$ cat src/rtl/core/mips_data_memory_access_unit_macros.svh
// Assertion macros of the data memory access unit; the controller module includes them.
`ifndef MIPS_DATA_MEMORY_ACCESS_UNIT_MACROS_SVH
`define MIPS_DATA_MEMORY_ACCESS_UNIT_MACROS_SVH

// Checked property, disabled while reset is asserted.
`define MDMA_ASSERT(lbl, clk, rst_n, prop, msg) \
    lbl: assert property (@(posedge clk) disable iff (!rst_n) prop) else $error(msg);

// Checked property, evaluated at every clock edge including reset.
`define MDMA_ASSERT_ALWAYS(lbl, clk, prop, msg) \
    lbl: assert property (@(posedge clk) prop) else $error(msg);

`endif

$ cat src/rtl/core/mdma_pkg.sv
// Shared types, constants and helper functions of the data memory access unit.
`timescale 1ns / 1ps

package mdma_pkg;

    // Default memory depth in 32-bit words (1 KB).
    localparam int MEM_WORDS_DEFAULT = 256;

    // Access mode codes.
    localparam logic [2:0] MODE_LW  = 3'd0;
    localparam logic [2:0] MODE_LH  = 3'd1;
    localparam logic [2:0] MODE_LHU = 3'd2;
    localparam logic [2:0] MODE_LB  = 3'd3;
    localparam logic [2:0] MODE_LBU = 3'd4;
    localparam logic [2:0] MODE_SW  = 3'd5;
    localparam logic [2:0] MODE_SH  = 3'd6;
    localparam logic [2:0] MODE_SB  = 3'd7;

    // Commands from the controller to the datapath.
    typedef struct packed {
        logic cap;     // capture the incoming transaction
        logic clr;     // write zero at the clearing pointer and advance it
        logic commit;  // register the result and perform the store, if any
    } t_cmd;

    // Status from the datapath to the controller.
    typedef struct packed {
        logic clr_last;  // clearing pointer is at the last word
    } t_stat;

    // Alignment mask of an access: the low address bits that must be zero.
    // It is also the access size in bytes minus one.
    function automatic logic [1:0] access_mask(input logic [2:0] mode);
        logic [1:0] m;
        case (mode)
            MODE_LW, MODE_SW:          m = 2'b11;
            MODE_LH, MODE_LHU, MODE_SH: m = 2'b01;
            default:                   m = 2'b00;
        endcase
        return m;
    endfunction

    function automatic logic is_store(input logic [2:0] mode);
        return (mode == MODE_SW) || (mode == MODE_SH) || (mode == MODE_SB);
    endfunction

endpackage

$ cat src/rtl/core/mdma_ctrl.sv
// Controller state machine of the data memory access unit.
`timescale 1ns / 1ps
`include "mips_data_memory_access_unit_macros.svh"

module mdma_ctrl (
    input  logic             i_clk,
    input  logic             i_rst_n,
    input  logic             i_valid,
    output logic             o_ready,
    output logic             o_valid,
    input  logic             i_ready,
    input  mdma_pkg::t_stat  i_stat,
    output mdma_pkg::t_cmd   o_cmd
);

    localparam logic [1:0] S_CLEAR = 2'd0;
    localparam logic [1:0] S_IDLE  = 2'd1;
    localparam logic [1:0] S_READ  = 2'd2;
    localparam logic [1:0] S_EXEC  = 2'd3;

    logic [1:0] r_state, n_state;
    logic       r_out_valid, n_out_valid;
    logic       out_free;

    // The result register can take a new value when empty or drained this cycle.
    assign out_free = !r_out_valid || i_ready;

    always_comb begin
        o_cmd.cap    = (r_state == S_IDLE) && i_valid;
        o_cmd.clr    = (r_state == S_CLEAR);
        o_cmd.commit = (r_state == S_EXEC) && out_free;
    end

    always_comb begin
        n_state = r_state;
        case (r_state)
            S_CLEAR: begin
                if (i_stat.clr_last) begin
                    n_state = S_IDLE;
                end
            end
            S_IDLE: begin
                if (i_valid) begin
                    n_state = S_READ;
                end
            end
            S_READ: begin
                n_state = S_EXEC;
            end
            S_EXEC: begin
                if (out_free) begin
                    n_state = S_IDLE;
                end
            end
            default: begin
                n_state = S_CLEAR;
            end
        endcase
    end

    always_comb begin
        n_out_valid = r_out_valid;
        if (o_cmd.commit) begin
            n_out_valid = 1'b1;
        end else if (r_out_valid && i_ready) begin
            n_out_valid = 1'b0;
        end
    end

    always_ff @(posedge i_clk) begin
        if (!i_rst_n) begin
            r_state     <= S_CLEAR;
            r_out_valid <= 1'b0;
        end else begin
            r_state     <= n_state;
            r_out_valid <= n_out_valid;
        end
    end

    assign o_ready = (r_state == S_IDLE);
    assign o_valid = r_out_valid;

    `MDMA_ASSERT(a_item_flow, i_clk, i_rst_n, o_cmd.cap |=> (r_state == S_READ) ##1 (r_state == S_EXEC), "accepted transaction did not advance through read and execute")
    `MDMA_ASSERT(a_result_source, i_clk, i_rst_n, $rose(r_out_valid) |-> ($past(r_state) == S_EXEC), "result appeared without an executed transaction")
    `MDMA_ASSERT_ALWAYS(a_no_result_in_clear, i_clk, (r_state == S_CLEAR) |-> !r_out_valid, "result pending during the clearing pass")

endmodule

$ cat config.mk
export PLATFORM = sky130hd
export DESIGN_NAME = mdma_ctrl
export DESIGN_NICKNAME = d
export VERILOG_FILES = /design/src/rtl/core/mdma_pkg.sv /design/src/rtl/core/mdma_ctrl.sv
export VERILOG_INCLUDE_DIRS = /design/src /design/src/rtl/core
export SDC_FILE = /design/constraint.sdc
export NUM_CORES = 1
export LEC_CHECK = 0
export BUFFER_PORTS_ARGS = -buffer_cell sky130_fd_sc_hd__buf_4
export CORE_AREA = 2 2 39 41
export DETAILED_ROUTE_END_ITERATION = 16
export DIE_AREA = 0 0 41 43
export SETUP_SLACK_MARGIN = 0.15
export SLEW_MARGIN = 40
export SYNTH_ARGS = -nofsm -noshare
export SYNTH_HDL_FRONTEND = slang
export SYNTH_SLANG_ARGS = --single-unit
$ cat constraint.sdc
create_clock -name i_clk -period 1.3 [get_ports i_clk]
set_input_delay 0.065 -clock i_clk [delete_from_list [all_inputs] [get_ports i_clk]]
set_output_delay 0.065 -clock i_clk [all_outputs]
set_load 0.02 [all_outputs]
### Yosys cells after proc, flatten, opt, wreduce, memory -nomap -nowiden

Index checks and enable logic that the tools add are counted.

* word-level logic and storage cells: 22
* output and inout bits: 5
* flip-flop bits (word level): 3

* reduce and logical (&&, ||, !) cells: 8
* equality and inequality tests: 6
* multiplexer cells: 6

Operators with widths (count)
* 2-bit case mux with 4 select lines: 1
* 2-bit 2-to-1 mux: 3
* 2-bit inequality test (second input constant): 3
* 2-bit == test (second input constant): 2
* 1-bit logical AND: 3
* 3-bit AND reduction: 1
* 2-bit by 1-bit == test with 1-bit output (second input constant): 1
* 2-bit zero test: 1
* 1-bit 2-to-1 mux: 2
* 2-bit nonzero test: 1
* 1-bit zero test: 1
* 1-bit logical OR: 1

### Longest topological paths before layout

Gate-level depths: netlist (run 1).

* depth in word-level cells: 4
* depth in mapped cells: 4

### Least setup slack after synthesis (run 1)

OpenSTA, ideal clock, no wires.

* path kind: register to register
* from: reg r_state[0]
* to: reg r_state[0]
* data required time: 1.228 ns
* cell stages (with the launch flop): 5
* period minus slack after synthesis: 1.461 ns
* setup slack: -0.161 ns
* arrival: 1.389 ns
* cell sequence: dfxtp_1 > inv_1 > ha_1 > a222oi_1 > mux2i_1

RTL lines
* from (decl): line mdma_ctrl.sv:21 `logic [1:0] r_state, n_state;`
* from (signal assigned): line mdma_ctrl.sv:75 `r_state <= n_state;`

### Worst setup path after layout (run 1)

* from: reg r_state[1]
* to: reg r_state[1]

* cells in the longest elaborated chain, start to end: 3

RTL lines
* 2-bit == test (tied with other cells): line mdma_ctrl.sv:36 `case (r_state)`
* 2-bit inequality test (no line)
* 3-bit AND reduction (no line)

Parallel ways exist; a longest one is shown, timed or not.
A chain may end at the register's enable or synchronous reset.

==> impl_results.md, run 1 <==
* Count of final setup violators at 0
* Post-synthesis simple-gate area fraction at about 18%
* Clock power share at between 20% and 30%
* DP Cell Count at ~50
* Hold Fails Final Rpt at 0
* Dpl hpwl at about 320 um
* Max Cap Viol at 0
* Data required, critical path at 1460 ps
* Final Util at roughly 27%
* Tot Pwr at 758 uW
* Grt ovf at 0
* Dominant synthesized flop cell: dfxtp_1
* Vias at around 200
* Row count at 14
* Layout cells sized above 1 at between 50 and 60%
* CP arrival at between 1000 and 1500 ps
* Most instantiated cells after synthesis: 4 x ha_1, 4 x inv_1, 3 x dfxtp_1, 3 x nand2_1
* Unique cell type count in the Yosys netlist at 11
* Yosys top cell by area: dfxtp_1
* Actual slew at the worst max-slew pin at 259 ps
* Area growth from synthesis to layout at 81.9%
* Clk_lat worst skew at ~240 ps
* Largest family of logic cells by synthesized area: adder cells
* Worst VDD drop at 0.000366 V
* Pre-Repair DR Iteration Count at 4
* Tmin final at between 1000 and 1500 ps
* Flop pwr share at between 20% and 30%
* Proportion of synthesized area in mux cells at 9.64%
* WS Path Type: flip-flop to flip-flop
* Fin. max-slew vios at 0
* Die width at between 40 and 50 um
* H-tree depth at 1
* CTS tree: done
* Area share of the largest cell type after synthesis at about 29%
* Hold Path Class: input pin to flip-flop
* Area contributors post-synth: dfxtp_1 29%, ha_1 24%, mux2i_1 9.6%, inv_1 7.2%, nor2b_1 6.0%
* Area of the core at around 1400 sq um
* Max Freq at around 790 MHz
* DRT antenna net count at 0
* Iter 0 DRT Violations at 6
* Netlist Area Pre-Place at around 210 sq um
* Xor and xnor area share after synthesis at 0%
* Top Ports at 10
* Vias in the first global route at around 180
* Worst-path fanout max at 3
* Pwr dens at ~2000 nW/um^2
* Comb power frac at between 50% and 60%
* Status: complete, no violations
* Initial Utilization at 15.0%
* Sw Ratio at about 38%
* Yosys reg bits at 3
* Global placement routability congestion at ~0.72
* Worst Clk Skew at ~5.7 ps
* Layout Cells excl Fill at 54
* Clock sinks at 3
* Endpoint class of the critical path: flip-flop
* Final net count at 48
* # diodes at 0
* Synthesized-area fraction occupied by adder cells at about 24%
* Cell-internal power at 473 uW
* Avg WL per Cell at roughly 8.2 um
* Longest Clk Path Bufs at 2
* Worst rel slew slack at 82.8%
* Hold bufs inserted after CTS at 0
* Worst setup SP type: flip-flop
* CTS buffer count at 3
* Fillcell total at ~160
* Via/cell ratio at approximately 3.6
* Setup TNS at 0 ps
* Clock root cell: clkbuf_4
* Drc violations at 0
* Compound-gate portion of the synthesized area at about 8.4%
* Die area at ~1800 sq um
* Initial antenna violation count at 0
* Syn avg cell area at approximately 9 sq um
* Pin count of the biggest net entering global routing at 6
* Die height at ~43 um
* Clock slew at reported path FFs at 40 ps
* Syn Nets at 32
* Final wirelength at about 440 um
* RSZ-0062 raised after global routing: true
* Synth Warn # at 0
* First-pass GRT wire length at 621 um
* Post-synth EDFFs at 0
* Port bufs at 9
* Final worst-path cycle share at between 90% and 100%
* LEAKAGE at between 0.15 and 0.2 nW
* Hold_ws at between 70 and 80 ps
* P_sw at ~280 uW
* Post-synth ARST share at 0%
* Post-Synthesis Cells at 23
* Total GRT Usage at under 10%
* Post-synthesis sequential area ratio at about 29%
## through the flow
step / cell area, sq um / worst slack, ps
finish: 378 / 27.0
CTS: 354 / 25.4
global placement: 320 / 8.94
detailed placement: 320 / 11.1
floorplan: 225 / -26.1
global route: 378 / -56.8
## placed cells by master (no fill, tap or decap)
cell type / count
and2_1: 1
dfxtp_4: 2
nor2b_1: 2
clkbuf_1: 1
nand2_1: 3
clkbuf_4: 3
o21a_1: 1
mux2i_1: 2
a222oi_1: 1
ha_1: 2
buf_6: 1
ha_4: 2
buf_4: 11
dfxtp_1: 1
inv_6: 1
inv_2: 1
inv_1: 2
or2b_1: 1
## repair_timing
action,in CTS,in global routing
gates resized for setup,0,6
endpoints found under the setup margin,4,4
setup buffers,1,0
pin swaps,1,1
## worst max-delay path: stages (launching register included)
cell,delay [ps]
dfxtp_4,370
inv_6,50
ha_4,150
a222oi_1,290
buf_4,170
mux2i_1,170
## state kept, by name (all words and copies together) (netlist names)
register and count:
o_valid 1, r_state 2
## path summary, 6_finish.rpt
| kind | startpoint | endpoint | slack, ps | depth (start not counted) |
|---|---|---|---|---|
| max | r_state[1] | r_state[1] | 30 | 5 |
| min | i_rst_n | o_valid | 70 | 2 |
| max reg2reg | r_state[1] | r_state[1] | 30 | 5 |
| min reg2reg | r_state[1] | r_state[1] | 510 | 2 |
## cells by family (layout without fill, tap and decap cells)
family	after synthesis	count (layout)
simple gates	7	7
mux	2	2
buf+inv	5	20
flops	3	3
fa+ha+maj	4	4
compound gates	2	2
## routing by layer
metal | GRT usage [%] | share of wire, % | routed length, um
met1 | 4.49 | 37 | 165
met2 | 8.13 | 51 | 223
met3 | 6.81 | 12 | 52
met4 | 2.00 | 0 | 0
met5 | 0 | 0 | 0
## power by group through the flow
stage / clock, mW / combinational (mW) / sequential, mW
2_1_floorplan: 0 / 0.251 / 0.158
3_3_place_gp: 0 / 0.373 / 0.159
3_5_place_dp: 0 / 0.379 / 0.157
4_1_cts: 0.175 / 0.394 / 0.156
5_1_grt: 0.188 / 0.445 / 0.186
6_report: 0.171 / 0.408 / 0.179
## layout make-up
type | instances | area (sq um) | share of cell area, %
inverters | 4 | 20.0 | 5.30
repair buffers | 12 | 93.8 | 24.8
multi-input cells | 15 | 150 | 39.7
flip-flops and latches | 3 | 67.6 | 17.9
clock buffers | 4 | 26.3 | 6.95
well taps | 16 | 20.0 | 5.30
Note: power is estimated with default switching activity, not from simulation.
==> run 2: changes to the inputs <==
clock period = 1.1 ns   (was 1.3 ns; I/O delays follow)
==> impl_results.md, run 2 (same netlist as run 1, synthesis figures left out) <==
* WS Path Type: flip-flop to flip-flop
* Worst-path fanout max at 3 (unchanged)
* # diodes at 0 (unchanged)
* Final wirelength at 471 um (+6.8%)
* Iter 0 DRT Violations at 2 (-4)
* Pre-Repair DR Iteration Count at 4 (unchanged)
* Die height at 43 um (unchanged)
* Worst VDD drop at 0.000685 V (+87%)
* Status: finished, violations left
* Port bufs at 9 (unchanged)
* Final Util at 30.9% (+3.6 points)
* Fin. max-slew vios at 0 (unchanged)
* Reg2reg setup slack at -200 ps (-230 ps)
* Clock root cell: clkbuf_4
* Avg WL per Cell at 7.72 um (-5.5%)
* Area of the multi-input gates at 140 sq um (-6.7%)
* Failing checks: setup timing
* Commonest non-fill, non-tap cell in the layout: buf_4
* DP Cell Count at 54 (+10%)
* Fillcell total at 158 (unchanged)
* LEAKAGE at 0.220 nW (+19%)
* Top Ports at 10 (unchanged)
* Data required, critical path at 1250 ps (-210 ps)
* HP Start: i_rst_n
* Area of the core at 1380 sq um (unchanged)
* Worst rel slew slack at 81.6% (-1.1 points)
* Endpoint class of the critical path: flip-flop
* Vias in the first global route at 218 (+20%)
* Max stage delay cell, worst path: dfxtp_2
* Longest Clk Path Bufs at 2 (unchanged)
* Pin count of the biggest net entering global routing at 6 (unchanged)
* Actual slew at the worst max-slew pin at 275 ps (+16.9 ps)
* Worst path max stage delay at 340 ps (-30 ps)
* Dpl cell area at 358 sq um (+12%)
* Count of final setup violators at 6 (+6)
* Die area at 1760 sq um (unchanged)
* H-tree depth at 1 (unchanged)
* Row count at 14 (unchanged)
* Clock sinks at 3 (unchanged)
* Max Freq at 769 MHz (-2.1%)
* Pwr dens at 2490 nW/um^2 (+24%)
* Tot Pwr at 1.06 mW (+40%)
* Initial Utilization at 15.0% (unchanged)
* Total GRT Usage at 7.52% (+1.9 points)
* R2R Path Start: r_state[1]
* Tmin final at 1300 ps (+27.9 ps)
* Biggest register: r_state
* Post-route cell area at 428 sq um (+13%)
* Most frequent cells in the layout: 14 x buf_4, 5 x buf_6, 3 x nand2_1, 3 x clkbuf_4
* Hold Path Class: input pin to flip-flop
* Worst setup SP type: flip-flop
* Hold_ws at 76.3 ps (+6.19 ps)
* Grt ovf at 0 (unchanged)
* RSZ-0062 raised after global routing: true
* CP arrival at 1450 ps (+20 ps)
* Sequential Area at 65.1 sq um (-3.7%)
* CP cell instances: inv_2 > ha_4 > a222oi_1 > buf_4 > mux2i_1
* DRT antenna net count at 0 (unchanged)
* Vias at 223 (+13%)
* Clock slew at reported path FFs at 40 ps (about the same)
* Global placement routability congestion at 0.737 (+2.9%)
* Final worst-path cycle share at 118% (+20 points)
* Largest delay share family, worst path: flip-flops
* Final net count at 55 (+15%)
* Largest register FFs at 2 (unchanged)
* Bufs and invs on worst path at 2 (unchanged)
* Max Cap Viol at 0 (unchanged)
* Hold bufs inserted after CTS at 0 (unchanged)
* Layout cells sized above 1 at 62.2% (+7.0 points)
* Via/cell ratio at 3.66 (+0.21%)
* CTS tree: done
* First-pass GRT wire length at 821 um (+32%)
* Die width at 41 um (unchanged)
* CTS buffer count at 3 (unchanged)
* PnR worst setup slack at -201 ps (-228 ps)
* Area growth from synthesis to layout at 106%
* Clk_lat worst skew at 230 ps (about the same)
* Worst Clk Skew at 0.898 ps (-4.84 ps)
* Initial antenna violation count at 0 (unchanged)
* Drc violations at 0 (unchanged)
* Layout Cells excl Fill at 61 (+13%)
* Hold Fails Final Rpt at 0 (unchanged)
* Worst setup path start: r_state[1]
[run 2: changes by cell type in the layout (fill, tap and decap cells not counted)]
cell	before	now
ha_4	2	1
buf_4	11	14
inv_6	1	0
dfxtp_4	2	1
inv_2	1	2
dfxtp_2	0	1
ha_2	0	1
buf_6	1	5
[run 2: final timing paths]
kind / cells past startpoint / to
worst max-delay path: 5 / r_state[0]
worst max register to register: 5 / r_state[0]
worst min register to register: 2 / r_state[1]
worst min-delay path: 2 / o_valid
[run 2: stage by stage]
| step | setup TNS [ps] | setup slack, ps |
|---|---|---|
| after detailed placement | -375 | -191 |
| after global routing | -1180 | -281 |
| after global placement | -386 | -209 |
| final | -834 | -201 |
| after CTS | -763 | -178 |
| after floorplan | -452 | -226 |
[run 2: timing repair]
action,CTS,global route
setup buffers,2,1
hold endpoints to repair,0,0
setup endpoints to repair,7,7
pin swaps,1,0
resized for setup,5,1
gates cloned,0,0
[run 2: area by class of cell]
class	instances	share of cell area (%)
flip-flops and latches	3	15.2
repair buffers	19	37.7
clock buffers	4	6.14
well taps	16	4.68
inverters	4	3.51
multi-input cells	15	32.7
[run 2: layer usage]
layer | up-vias | share of wire (%) | GRT usage (%)
li1 | 117 | - | -
met1 | 96 | 44 | 8.65
met2 | 10 | 44 | 9.38
met3 | 0 | 12 | 6.28
met4 | 0 | 0 | 4.00
met5 | - | 0 | 0
[run 2: power by group]
group,switching [mW],internal [mW],total (mW)
clock,0.0568,0.136,0.193
sequential,0.0333,0.155,0.189
combinational,0.263,0.420,0.682
==> run 3: changes to the inputs <==
SETUP_SLACK_MARGIN = default   (was 0.15)
==> impl_results.md, run 3 (same netlist as run 1, synthesis figures left out) <==
* Status: finished, violations left
* Failing checks: setup timing
* Row count at 14 (unchanged)
* Hold Fails Final Rpt at 0 (unchanged)
* Initial antenna violation count at 0 (unchanged)
* Worst Reg2Reg Path Length in Cells at 5 (unchanged)
* Flop pwr share at 19.6% (+1.9 points)
* Max Freq at 769 MHz (about the same)
* Clock slew at reported path FFs at 40 ps (about the same)
* CTS buffer count at 3 (unchanged)
* Clk_lat worst skew at 230 ps (about the same)
* RSZ-0062 raised after global routing: true
* First-pass GRT wire length at 800 um (-2.6%)
* Worst setup path start: r_state[1]
* WS Path Type: flip-flop to flip-flop
* Avg WL per Cell at 7.47 um (-3.2%)
* Drc violations at 0 (unchanged)
* Die area at 1760 sq um (unchanged)
* Hold Crit Depth at 2 (unchanged)
* Global placement routability congestion at 0.737 (unchanged)
* Area growth from synthesis to layout at 95.2%
* Cell-internal power at 631 uW (-11%)
* Vias at 212 (-4.9%)
* Max Cap Viol at 0 (unchanged)
* Endpoint class of the critical path: flip-flop
* Data required, critical path at 1250 ps (about the same)
* Hold Path Class: input pin to flip-flop
* Post-route cell area at 405 sq um (-5.3%)
* Count of final setup violators at 5 (-1)
* Hold_ws at 76.3 ps (-0.0319 ps)
* Total GRT Usage at 7.32% (-0.20 points)
* Worst VDD drop at 0.000682 V (-0.54%)
* Sw Ratio at 34.3% (+1.1 points)
* Final wirelength at 441 um (-6.4%)
* CP arrival at 1450 ps (about the same)
* Pwr dens at 2370 nW/um^2 (-4.6%)
* Worst Clk Skew at 0.898 ps (+0.0000420 ps)
* Most frequent cells in the layout: 14 x buf_4, 3 x nand2_1, 3 x clkbuf_4, 3 x buf_6
* Final Util at 29.3% (-1.6 points)
* Tot Pwr at 961 uW (-9.6%)
* P_sw at 330 uW (-6.6%)
* Worst setup SP type: flip-flop
* Clock root cell: clkbuf_4
* Setup TNS at -648 ps (+186 ps)
* Pin count of the biggest net entering global routing at 6 (unchanged)
* Longest Clk Path Bufs at 2 (unchanged)
* Setup WS pre-CTS at -191 ps (unchanged)
* Final net count at 53 (-3.6%)
* HP Start: i_rst_n
* Vias in the first global route at 217 (-0.46%)
* Area of the core at 1380 sq um (unchanged)
* Layout cells sized above 1 at 60.5% (-1.8 points)
* Hold EP: o_valid
* Grt ovf at 0 (unchanged)
* Tmin final at 1300 ps (-0.717 ps)
* Worst-path fanout max at 3 (unchanged)
* Iter 0 DRT Violations at 2 (unchanged)
* DRT antenna net count at 0 (unchanged)
* Pre-Repair DR Iteration Count at 4 (unchanged)
* Dpl cell area at 358 sq um (unchanged)
* # diodes at 0 (unchanged)
* Port bufs at 9 (unchanged)
* Initial Utilization at 15.0% (unchanged)
* Clock sinks at 3 (unchanged)
* Die height at 43 um (unchanged)
* Worst rel slew slack at 81.6% (about the same)
* Final worst-path cycle share at 118% (about the same)
* PnR worst setup slack at -200 ps (+0.717 ps)
* FF-to-FF End: r_state[0]
* Comb power frac at 60.3% (-3.8 points)
* DP Cell Count at 54 (unchanged)
* Top Ports at 10 (unchanged)
* Commonest non-fill, non-tap cell in the layout: buf_4
* Via/cell ratio at 3.59 (-1.7%)
* Largest register FFs at 2 (unchanged)
* CTS tree: done
* Fin. max-slew vios at 0 (unchanged)
* Actual slew at the worst max-slew pin at 275 ps (-0.153 ps)
* Reg2reg setup slack at -200 ps (about the same)
* Clock power share at 20.1% (+2.0 points)
* LEAKAGE at 0.208 nW (-5.5%)
* Layout Cells excl Fill at 59 (-3.3%)
* Biggest register: r_state
* R2R Path Start: r_state[1]
* Die width at 41 um (unchanged)
* Hold bufs inserted after CTS at 0 (unchanged)
* H-tree depth at 1 (unchanged)
## run 3: cell count changes in the layout (fill, tap and decap cells not counted), sizes merged
cell | before | now
buf | 19 | 17
## run 3: per-layer routing
| metal | up-vias | global-route usage (%) | wire length, um |
|---|---|---|---|
| li1 | 113 | - | - |
| met1 | 89 | 8.65 | 193 |
| met2 | 10 | 8.75 | 190 |
| met3 | 0 | 6.28 | 57 |
| met4 | 0 | 4.00 | 0 |
| met5 | - | 0 | 0 |
## run 3: how the worst max path moves through the flow
| stage | endpoint | cells after the start |
|---|---|---|
| 2_1_floorplan | r_state[0] | 4 |
| 5_1_grt | r_state[0] | 5 |
| 3_5_place_dp | r_state[0] | 5 |
| 4_1_cts | r_state[0] | 5 |
| 6_report | r_state[0] | 5 |
| 3_3_place_gp | r_state[0] | 5 |
## run 3: final cells by class
cell class	count	area (sq um)
fillers	159	978
multi-input cells	15	140
repair buffers	17	139
flip-flops and latches	3	65.1
clock buffers	4	26.3
well taps	16	20.0
inverters	4	15.0
## run 3: power by group through the flow
stage	Clock (mW)	Sequential, mW	Combinational [mW]
finish	0.193	0.189	0.580
global route	0.216	0.196	0.646
CTS	0.204	0.191	0.582
detailed placement	0	0.186	0.523
global placement	0	0.187	0.514
floorplan	0	0.186	0.297
## run 3: critical path: stages, from the launching register on
cell and delay, ps:
dfxtp_2 340, inv_2 60, ha_4 150, a222oi_1 310
buf_4 180, mux2i_1 180
## run 3: timing repair
action                                  4_1_cts  5_1_grt
endpoints found under the hold margin         0        0
endpoints found under the setup margin        6        6
gates cloned                                  0        0
buffers inserted                              1        1
pin swaps                                     1        0
resized for setup                             4        0
